[src/hdl/tmq_pkg.sv]
// Shared constants, codes and types of the timer expiry queue.
`default_nettype none

package tmq_pkg;

    localparam int TIMER_SLOTS  = 16;
    localparam int TIME_BITS    = 48;
    localparam int SLOT_BITS    = $clog2(TIMER_SLOTS);
    localparam int TAG_BITS     = 16;
    localparam int TIMEOUT_BITS = 31;
    localparam int MAX_FIRES    = TIMER_SLOTS;
    localparam int FIRE_BITS    = $clog2(MAX_FIRES + 1);

    // Operation codes of an input item.
    localparam logic [1:0] FUNC_ADD    = 2'd0;
    localparam logic [1:0] FUNC_REMOVE = 2'd1;
    localparam logic [1:0] FUNC_EXEC   = 2'd2;

    // Kinds of result.
    localparam logic [1:0] KIND_ADD_ACK    = 2'd0;
    localparam logic [1:0] KIND_REMOVE_ACK = 2'd1;
    localparam logic [1:0] KIND_FIRED      = 2'd2;
    localparam logic [1:0] KIND_WAIT       = 2'd3;

    // Result status codes.
    localparam logic [1:0] STATUS_OK         = 2'd0;
    localparam logic [1:0] STATUS_FULL       = 2'd1;
    localparam logic [1:0] STATUS_NOT_ACTIVE = 2'd2;

    // One timer as held in a cell of the sorted chain.
    typedef struct packed {
        logic                 valid;
        logic [TIME_BITS-1:0] expiry;
        logic [TAG_BITS-1:0]  tag;
        logic [SLOT_BITS-1:0] slot;
    } t_entry;

    localparam t_entry EMPTY_ENTRY = '0;

    // Operation broadcast to every cell.
    typedef enum logic [1:0] {
        OP_HOLD   = 2'd0,
        OP_INSERT = 2'd1,
        OP_REMOVE = 2'd2,
        OP_POP    = 2'd3
    } t_op;

    typedef struct packed {
        t_op                  op;
        t_entry               entry;
        logic [SLOT_BITS-1:0] rm_slot;
    } t_cmd;

endpackage

`default_nettype wire

[src/hdl/timer_expiry_queue.sv]
// Top level of the timer expiry queue: sequencer, slot map, chain and result register.
`default_nettype none

// The queue holds up to TIMER_SLOTS one-shot timers in a chain of cells that
// is kept sorted by expiration time, with equal expirations in the order they
// were added, so the next timer to fire always sits in the head cell. The block
// takes one item at a time: o_ready is high only while no item is in work. An
// add or a remove first captures the item (the saturating expiration sum is
// registered here); then every cell compares the new expiration (add) or the
// handle (remove) with its own and the chain shifts right or left in a single
// step. An execute fires at most MAX_FIRES timers, sixteen at sixteen slots:
// at each step the head cell is checked against the captured time and either
// popped as a fired result or turned into the final wait report. Every result
// goes through one output register, so the sequencer advances only in cycles
// in which that register is empty or its result is being transferred; a stalled
// output stretches the item by the stall. A lowest-free-slot map in flip-flops
// hands out timer handles and answers whether a handle to be removed is active.

module timer_expiry_queue (
    input  wire logic                            i_clk,
    input  wire logic                            i_rst_n,
    input  wire logic                            i_valid,
    output logic                                 o_ready,
    input  wire logic [1:0]                      i_func,
    input  wire logic [tmq_pkg::TIME_BITS-1:0]   i_now_ms,
    input  wire logic [tmq_pkg::TIMEOUT_BITS-1:0] i_timeout_ms,
    input  wire logic [tmq_pkg::TAG_BITS-1:0]    i_owner_tag,
    input  wire logic [tmq_pkg::SLOT_BITS-1:0]   i_handle,
    output logic                                 o_valid,
    input  wire logic                            i_ready,
    output logic [1:0]                           o_kind,
    output logic [1:0]                           o_status,
    output logic [tmq_pkg::SLOT_BITS-1:0]        o_slot,
    output logic [tmq_pkg::TAG_BITS-1:0]         o_tag_out,
    output logic [tmq_pkg::TIME_BITS-1:0]        o_wait_ms,
    output logic                                 o_last
);

    typedef enum logic [3:0] {
        S_IDLE   = 4'b0001,
        S_ADD    = 4'b0010,
        S_REMOVE = 4'b0100,
        S_EXEC   = 4'b1000
    } t_state;

    localparam int TB = tmq_pkg::TIME_BITS;
    localparam int SB = tmq_pkg::SLOT_BITS;
    localparam int NS = tmq_pkg::TIMER_SLOTS;

    t_state                           r_state, n_state;
    logic [NS-1:0]                    r_busy, n_busy;
    logic [tmq_pkg::FIRE_BITS-1:0]    r_fires, n_fires;
    logic [TB-1:0]                    r_now;
    logic [TB-1:0]                    r_key;
    logic [tmq_pkg::TAG_BITS-1:0]     r_tag;
    logic [SB-1:0]                    r_handle;

    logic                             r_out_valid, n_out_valid;
    logic [1:0]                       r_kind, n_kind;
    logic [1:0]                       r_status, n_status;
    logic [SB-1:0]                    r_slot, n_slot;
    logic [tmq_pkg::TAG_BITS-1:0]     r_tag_out, n_tag_out;
    logic [TB-1:0]                    r_wait, n_wait;
    logic                             r_last, n_last;

    logic                             w_accept;
    logic                             w_out_free;
    logic [TB:0]                      w_sum;
    logic [TB-1:0]                    w_key;
    logic                             w_free_found;
    logic [SB-1:0]                    w_free_slot;
    logic                             w_handle_ok;
    logic                             w_head_due;
    tmq_pkg::t_cmd                    w_cmd;
    tmq_pkg::t_entry                  w_cells [NS];
    logic [NS-1:0]                    w_cell_valid;

    assign o_ready    = (r_state == S_IDLE);
    assign w_accept   = i_valid && o_ready;
    // The result register can take a new result when empty or when its result leaves now.
    assign w_out_free = !r_out_valid || i_ready;

    // Expiration saturates at the largest representable time.
    assign w_sum = {1'b0, i_now_ms} + (TB+1)'(i_timeout_ms);
    assign w_key = w_sum[TB] ? {TB{1'b1}} : w_sum[TB-1:0];

    // Lowest free slot: the last match of a downward scan wins.
    always_comb begin
        w_free_found = 1'b0;
        w_free_slot  = '0;
        for (int i = NS - 1; i >= 0; i--) begin
            if (!r_busy[i]) begin
                w_free_found = 1'b1;
                w_free_slot  = SB'(i);
            end
        end
    end

    assign w_handle_ok = (32'(r_handle) < 32'(NS)) && r_busy[r_handle];
    assign w_head_due  = w_cells[0].valid && (w_cells[0].expiry <= r_now);

    always_comb begin
        for (int i = 0; i < NS; i++) begin
            w_cell_valid[i] = w_cells[i].valid;
        end
    end

    always_comb begin
        n_state      = r_state;
        n_busy       = r_busy;
        n_fires      = r_fires;
        n_out_valid  = r_out_valid && !i_ready;
        n_kind       = r_kind;
        n_status     = r_status;
        n_slot       = r_slot;
        n_tag_out    = r_tag_out;
        n_wait       = r_wait;
        n_last       = r_last;
        w_cmd.op     = tmq_pkg::OP_HOLD;
        w_cmd.entry.valid  = 1'b1;
        w_cmd.entry.expiry = r_key;
        w_cmd.entry.tag    = r_tag;
        w_cmd.entry.slot   = w_free_slot;
        w_cmd.rm_slot      = r_handle;

        case (r_state)
            S_IDLE: begin
                if (w_accept) begin
                    n_fires = '0;
                    case (i_func)
                        tmq_pkg::FUNC_ADD:    n_state = S_ADD;
                        tmq_pkg::FUNC_REMOVE: n_state = S_REMOVE;
                        tmq_pkg::FUNC_EXEC:   n_state = S_EXEC;
                        default:              n_state = S_IDLE;
                    endcase
                end
            end
            S_ADD: begin
                if (w_out_free) begin
                    n_out_valid = 1'b1;
                    n_kind      = tmq_pkg::KIND_ADD_ACK;
                    n_tag_out   = '0;
                    n_wait      = '0;
                    n_last      = 1'b1;
                    if (w_free_found) begin
                        w_cmd.op             = tmq_pkg::OP_INSERT;
                        n_busy[w_free_slot]  = 1'b1;
                        n_status             = tmq_pkg::STATUS_OK;
                        n_slot               = w_free_slot;
                    end else begin
                        n_status = tmq_pkg::STATUS_FULL;
                        n_slot   = '0;
                    end
                    n_state = S_IDLE;
                end
            end
            S_REMOVE: begin
                if (w_out_free) begin
                    n_out_valid = 1'b1;
                    n_kind      = tmq_pkg::KIND_REMOVE_ACK;
                    n_slot      = r_handle;
                    n_tag_out   = '0;
                    n_wait      = '0;
                    n_last      = 1'b1;
                    if (w_handle_ok) begin
                        w_cmd.op         = tmq_pkg::OP_REMOVE;
                        n_busy[r_handle] = 1'b0;
                        n_status         = tmq_pkg::STATUS_OK;
                    end else begin
                        n_status = tmq_pkg::STATUS_NOT_ACTIVE;
                    end
                    n_state = S_IDLE;
                end
            end
            S_EXEC: begin
                if (w_out_free) begin
                    n_out_valid = 1'b1;
                    n_status    = tmq_pkg::STATUS_OK;
                    if (w_head_due && (r_fires != tmq_pkg::FIRE_BITS'(tmq_pkg::MAX_FIRES))) begin
                        // Fire the head timer and let the chain move up by one.
                        w_cmd.op                = tmq_pkg::OP_POP;
                        n_busy[w_cells[0].slot] = 1'b0;
                        n_fires                 = r_fires + 1'b1;
                        n_kind                  = tmq_pkg::KIND_FIRED;
                        n_slot                  = w_cells[0].slot;
                        n_tag_out               = w_cells[0].tag;
                        n_wait                  = '0;
                        n_last                  = 1'b0;
                    end else begin
                        // Wait report: zero when the chain is empty or due timers remain.
                        n_kind    = tmq_pkg::KIND_WAIT;
                        n_slot    = '0;
                        n_tag_out = '0;
                        n_wait    = (w_cells[0].valid && !w_head_due) ?
                                    (w_cells[0].expiry - r_now) : '0;
                        n_last    = 1'b1;
                        n_state   = S_IDLE;
                    end
                end
            end
            default: begin
                n_state = S_IDLE;
            end
        endcase
    end

    tmq_chain u_chain (
        .i_clk   (i_clk),
        .i_rst_n (i_rst_n),
        .i_cmd   (w_cmd),
        .o_cells (w_cells)
    );

    always_ff @(posedge i_clk) begin
        if (!i_rst_n) begin
            r_state     <= S_IDLE;
            r_busy      <= '0;
            r_fires     <= '0;
            r_out_valid <= 1'b0;
        end else begin
            r_state     <= n_state;
            r_busy      <= n_busy;
            r_fires     <= n_fires;
            r_out_valid <= n_out_valid;
        end
    end

    always_ff @(posedge i_clk) begin
        if (w_accept) begin
            r_now    <= i_now_ms;
            r_key    <= w_key;
            r_tag    <= i_owner_tag;
            r_handle <= i_handle;
        end
        r_kind    <= n_kind;
        r_status  <= n_status;
        r_slot    <= n_slot;
        r_tag_out <= n_tag_out;
        r_wait    <= n_wait;
        r_last    <= n_last;
    end

    assign o_valid   = r_out_valid;
    assign o_kind    = r_kind;
    assign o_status  = r_status;
    assign o_slot    = r_slot;
    assign o_tag_out = r_tag_out;
    assign o_wait_ms = r_wait;
    assign o_last    = r_last;

    // The slot map and the chain must agree on how many timers are pending.
    a_count_match: assert property (@(posedge i_clk) disable iff (!i_rst_n)
        $countones(w_cell_valid) == $countones(r_busy))
        else $error("chain occupancy differs from slot map");

    // The head timer always belongs to a busy slot.
    a_head_busy: assert property (@(posedge i_clk) disable iff (!i_rst_n)
        w_cells[0].valid |-> r_busy[w_cells[0].slot])
        else $error("head timer slot is not marked busy");

    // The first two cells stay in expiration order.
    a_head_sorted: assert property (@(posedge i_clk) disable iff (!i_rst_n)
        (w_cells[0].valid && w_cells[1].valid) |->
        (w_cells[0].expiry <= w_cells[1].expiry))
        else $error("chain head out of order");

    // A fired result is never the final one; a wait report always is.
    a_fired_not_last: assert property (@(posedge i_clk) disable iff (!i_rst_n)
        (o_valid && ((o_kind == tmq_pkg::KIND_FIRED) || (o_kind == tmq_pkg::KIND_WAIT))) |->
        (o_last == (o_kind == tmq_pkg::KIND_WAIT)))
        else $error("last flag wrong on execute result");

endmodule

`default_nettype wire

[src/hdl/tmq_cell.sv]
// One cell of the sorted timer chain: holds one timer and trades it with its neighbors.
`default_nettype none

module tmq_cell (
    input  wire logic          i_clk,
    input  wire logic          i_rst_n,
    input  wire tmq_pkg::t_cmd i_cmd,
    input  wire tmq_pkg::t_entry i_prev,
    input  wire logic          i_prev_gt,
    input  wire tmq_pkg::t_entry i_next,
    input  wire logic          i_found,
    output tmq_pkg::t_entry    o_entry,
    output logic               o_gt,
    output logic               o_found
);

    logic                                r_valid;
    logic [tmq_pkg::TIME_BITS-1:0]       r_expiry;
    logic [tmq_pkg::TAG_BITS-1:0]        r_tag;
    logic [tmq_pkg::SLOT_BITS-1:0]       r_slot;
    tmq_pkg::t_entry                     n_entry;
    logic                                w_match;

    always_comb begin
        o_entry.valid  = r_valid;
        o_entry.expiry = r_expiry;
        o_entry.tag    = r_tag;
        o_entry.slot   = r_slot;
        // An empty cell counts as later than any new timer, so an insert can fill it.
        o_gt    = !r_valid || (r_expiry > i_cmd.entry.expiry);
        w_match = r_valid && (r_slot == i_cmd.rm_slot);
        o_found = i_found || w_match;
    end

    always_comb begin
        n_entry = o_entry;
        case (i_cmd.op)
            tmq_pkg::OP_INSERT: begin
                if (o_gt) begin
                    n_entry = i_prev_gt ? i_prev : i_cmd.entry;
                end
            end
            tmq_pkg::OP_REMOVE: begin
                if (o_found) begin
                    n_entry = i_next;
                end
            end
            tmq_pkg::OP_POP: begin
                n_entry = i_next;
            end
            default: begin
                n_entry = o_entry;
            end
        endcase
    end

    always_ff @(posedge i_clk) begin
        if (!i_rst_n) begin
            r_valid <= 1'b0;
        end else begin
            r_valid <= n_entry.valid;
        end
    end

    always_ff @(posedge i_clk) begin
        r_expiry <= n_entry.expiry;
        r_tag    <= n_entry.tag;
        r_slot   <= n_entry.slot;
    end

endmodule

`default_nettype wire

[src/hdl/tmq_chain.sv]
// Row of timer cells kept sorted by expiration, earliest at the head.
`default_nettype none

module tmq_chain (
    input  wire logic          i_clk,
    input  wire logic          i_rst_n,
    input  wire tmq_pkg::t_cmd i_cmd,
    output tmq_pkg::t_entry    o_cells [tmq_pkg::TIMER_SLOTS]
);

    tmq_pkg::t_entry w_entry [tmq_pkg::TIMER_SLOTS];
    logic            w_gt    [tmq_pkg::TIMER_SLOTS];
    logic            w_found [tmq_pkg::TIMER_SLOTS];

    for (genvar g = 0; g < tmq_pkg::TIMER_SLOTS; g++) begin : g_cell
        tmq_pkg::t_entry w_prev;
        tmq_pkg::t_entry w_next;
        logic            w_prev_gt;
        logic            w_found_in;

        if (g == 0) begin : g_head
            assign w_prev     = tmq_pkg::EMPTY_ENTRY;
            assign w_prev_gt  = 1'b0;
            assign w_found_in = 1'b0;
        end else begin : g_body
            assign w_prev     = w_entry[g-1];
            assign w_prev_gt  = w_gt[g-1];
            assign w_found_in = w_found[g-1];
        end

        if (g == tmq_pkg::TIMER_SLOTS - 1) begin : g_tail
            assign w_next = tmq_pkg::EMPTY_ENTRY;
        end else begin : g_inner
            assign w_next = w_entry[g+1];
        end

        tmq_cell u_cell (
            .i_clk     (i_clk),
            .i_rst_n   (i_rst_n),
            .i_cmd     (i_cmd),
            .i_prev    (w_prev),
            .i_prev_gt (w_prev_gt),
            .i_next    (w_next),
            .i_found   (w_found_in),
            .o_entry   (w_entry[g]),
            .o_gt      (w_gt[g]),
            .o_found   (w_found[g])
        );

        assign o_cells[g] = w_entry[g];
    end

endmodule

`default_nettype wire

[config.mk]
export PLATFORM = sky130hd
export DESIGN_NAME = timer_expiry_queue
export DESIGN_NICKNAME = d
export VERILOG_FILES = /design/src/hdl/tmq_pkg.sv /design/src/hdl/timer_expiry_queue.sv /design/src/hdl/tmq_cell.sv /design/src/hdl/tmq_chain.sv
export SDC_FILE = /design/constraint.sdc
export NUM_CORES = 2
export LEC_CHECK = 0
export BUFFER_PORTS_ARGS = -buffer_cell sky130_fd_sc_hd__buf_2
export CAP_MARGIN = 20
export CORE_MARGIN = 4
export CORE_UTILIZATION = 30
export CTS_BUF_LIST = sky130_fd_sc_hd__clkbuf_4 sky130_fd_sc_hd__clkbuf_8
export CTS_CLUSTER_DIAMETER = 150
export DETAILED_ROUTE_END_ITERATION = 8
export PLACE_DENSITY = 0.53
export SYNTH_ARGS = -nofsm -noshare
export SYNTH_HDL_FRONTEND = slang
export SYNTH_SLANG_ARGS = --single-unit
[constraint.sdc]
create_clock -name i_clk -period 19 [get_ports i_clk]
set_input_delay 0.95 -clock i_clk [delete_from_list [all_inputs] [get_ports i_clk]]
set_output_delay 0.95 -clock i_clk [all_outputs]
set_load 0.05 [all_outputs]
==> run metrics <==
status=finished, final reports clean; async set or reset register ratio after synthesis=0%; RSZ-0062 raised after global routing=false; syn_nets=9226; most frequent CP cell=buf_4; Via density=5.46; layout cells sized above 1=9.42%; crit-path cells=ha_1 > nand2_1 > nor2_2 > nand2_1 > or4_1 > and4b_1 > o21a_4 > inv_2 > a21oi_4 > buf_12 > buf_4 > buf_4 > buf_4 > o21ai_0; Worst-Skew Late Latency=1090 ps; first-pass GRT wire length=444000 um; fmax=125 MHz; Inserted Clock Buffers=241; Crit Path Class=reg -> reg; number of hold violations in the final report=0; area share of the largest cell type after synthesis=44.9%; Most used DFF post-synth=edfxtp_1; worst path bufs/invs=5; postcts setup bufs=0; Total Routing Usage GR=19.8%; vias in the first global route=67000; final setup vio count=0; Synth Cell Area=0.0855 mm2; CTS tree=yes; WL final=302000 um; Area Growth Syn to Fin=11.9%; initial DRC count=6218; final worst slack=11000 ps; max incr delay on CP=890 ps; CTS Buffer Depth=3; die height=542 um; Setup Skew=116 ps; Synth Area in Compound Gates=14.3%; Data arrival, critical path=8720 ps; H-tree levels=4; Slew HR=18.5%; max_cap viols=0; nets@finish=9335; Mapped Avg Cell Area=10.3 um2; largest net degree at the start of global routing=281; Synth top cells by count=edfxtp_1, nand2_1, mux2i_1; Post-synth EDFFs=1277; Hold Buf Count CTS=21; pre-CTS WS=11170 ps; worst vdd ir=0.0651 mV; Crit path max-delay family=buffers and inverters; GRT overflow=0; most numerous cell in the Yosys netlist=edfxtp_1; fraction of the mapped netlist area in adder cells=12.5%; mux share of post-synthesis cell area=11.2%; vias=67400; Post-Synthesis Cells=8270; fin util=33.8%; Tightest Pin Transition=1220 ps; final instance area=0.0957 mm2; Row Count=195; Worst-path clk slew=70 ps; chip width=542 um; die area=0.294 mm2; min-delay worst type=in -> reg; power per cell area=75.5 mW/mm2; final critical-path share of the clock period=42.1%; main combinational cell family by area after synthesis=compound AO/OA/AOI/OAI gates; min Tclk post-route=8000 ps; Initial Util=30.2%; Cell variety after synth=88; Post-route DRC=0; # IOs=180; Placed Cells=11900; Worst setup SP type=register; ANT nets after route=0; simple-gate portion of the synthesized area=11.5%; XOR/XNOR Fraction of Synth Area=1.43%; Critical Path RT=19720 ps; Worst Path Max Fanout=205; leading post-synthesis cells by cell area=edfxtp_1, ha_1, mux2i_1; Final Slew Violations=0; CP max-delay cell=or4_1; area of the core=0.283 mm2; Non-Filler Instances=12300; Seq cells post-synth=1319; gp weighted congestion=0.893; Synth area leader=edfxtp_1; LEAKAGE=37.3 nW; Yosys Warn Count=0; Critical Path Sink Type=register; PostCTS Resize Cnt=0; DRT Pass-1 Iters=6; Seq/Total Area, Yosys=45.8%; half-perimeter wire length after placement=212000 um; Final Power=7.23 mW; Avg WL per Cell=24.5 um; Root Buffer Master=clkbuf_8; # port buffers=179; Hold WS=110 ps; clk sink count=1319; setup TNS=0 ps; initial antenna violation count=9; area post-placement=0.0905 mm2
-- final timing paths --
kind | startpoint | end | slack [ps] | depth (start not counted)
worst min register to register | u_chain.g_cell[7].u_cell.r_expiry[46]$_DFFE_PP_ | u_chain.g_cell[6].u_cell.r_expiry[46]$_DFFE_PP_ | 520 | 2
worst min-delay path | i_now_ms[37] | r_now[37]$_DFFE_PP_ | 110 | 1
worst max register to register | u_chain.g_cell[0].u_cell.r_expiry[38]$_DFFE_PP_ | u_chain.g_cell[1].u_cell.r_expiry[30]$_DFFE_PP_ | 11000 | 14
worst max-delay path | u_chain.g_cell[0].u_cell.r_expiry[38]$_DFFE_PP_ | u_chain.g_cell[1].u_cell.r_expiry[30]$_DFFE_PP_ | 11000 | 14
-- kinds of logic (layout without fill, tap and decap cells) --
family	after synthesis	after routing
buf+inv	667	978
compound gates	2121	2121
xor+xnor	140	140
simple gates	2224	2224
flops	1319	1319
mux	948	948
other cells	0	9
fa+ha+maj	851	851
-- state kept, by name, summed over array words and instances, names as in the netlist --
| signal | count |
|---|---|
| r_busy | 16 |
| o_status | 2 |
| u_chain.g_cell.u_cell.r_valid | 16 |
| r_now | 48 |
| r_tag | 16 |
| r_key | 48 |
| o_valid | 1 |
| u_chain.g_cell.u_cell.r_slot | 64 |
| u_chain.g_cell.u_cell.r_tag | 256 |
| o_kind | 2 |
| o_tag_out | 16 |
| r_fires | 5 |
| r_handle | 4 |
| o_wait_ms | 48 |
| o_slot | 4 |
| u_chain.g_cell.u_cell.r_expiry | 768 |
| o_last | 1 |
| r_state | 4 |
-- metal layers --
layer	up-vias	global-route usage, %	share of wire [%]
met3	562	3.24	6.0
met4	4	8.18	4.4
li1	31100	-	-
met2	2260	31.6	45
met5	-	0	0.0070
met1	33500	26.6	44
-- layout by cell type, fill, tap and decap left out, types with 31 or more instances in the layout --
| master | count |
|---|---|
| nand4_1 | 159 |
| a21o_1 | 242 |
| clkbuf_4 | 82 |
| clkinv_1 | 67 |
| mux2i_1 | 936 |
| nor3_1 | 76 |
| xor2_1 | 79 |
| buf_4 | 146 |
| nand3_1 | 99 |
| nand2_1 | 1235 |
| o21a_1 | 43 |
| o21ai_0 | 672 |
| clkbuf_8 | 247 |
| o211ai_1 | 32 |
| buf_2 | 180 |
| nor2b_1 | 65 |
| o21ai_1 | 514 |
| ha_1 | 849 |
| dfxtp_1 | 42 |
| xnor2_1 | 61 |
| nor2_1 | 373 |
| edfxtp_1 | 1277 |
| a211oi_1 | 31 |
| a21oi_1 | 364 |
| inv_1 | 172 |
-- where the power goes --
group	internal (mW)	switching (mW)
logic	0.378	0.695
clock network	1.46	1.37
registers	3.22	0.106
total	5.06	2.17
-- cell type report --
class / count / area [um2]
inverter: 177 / 674
antenna: 9 / 22.5
tap: 3743 / 4680
clock inverter: 116 / 877
fill: 28700 / 187000
multi-input combinational: 6284 / 43800
timing repair buffer: 356 / 2380
sequential: 1319 / 39200
clock buffer: 329 / 4020
(Power assumes the default switching activity.)
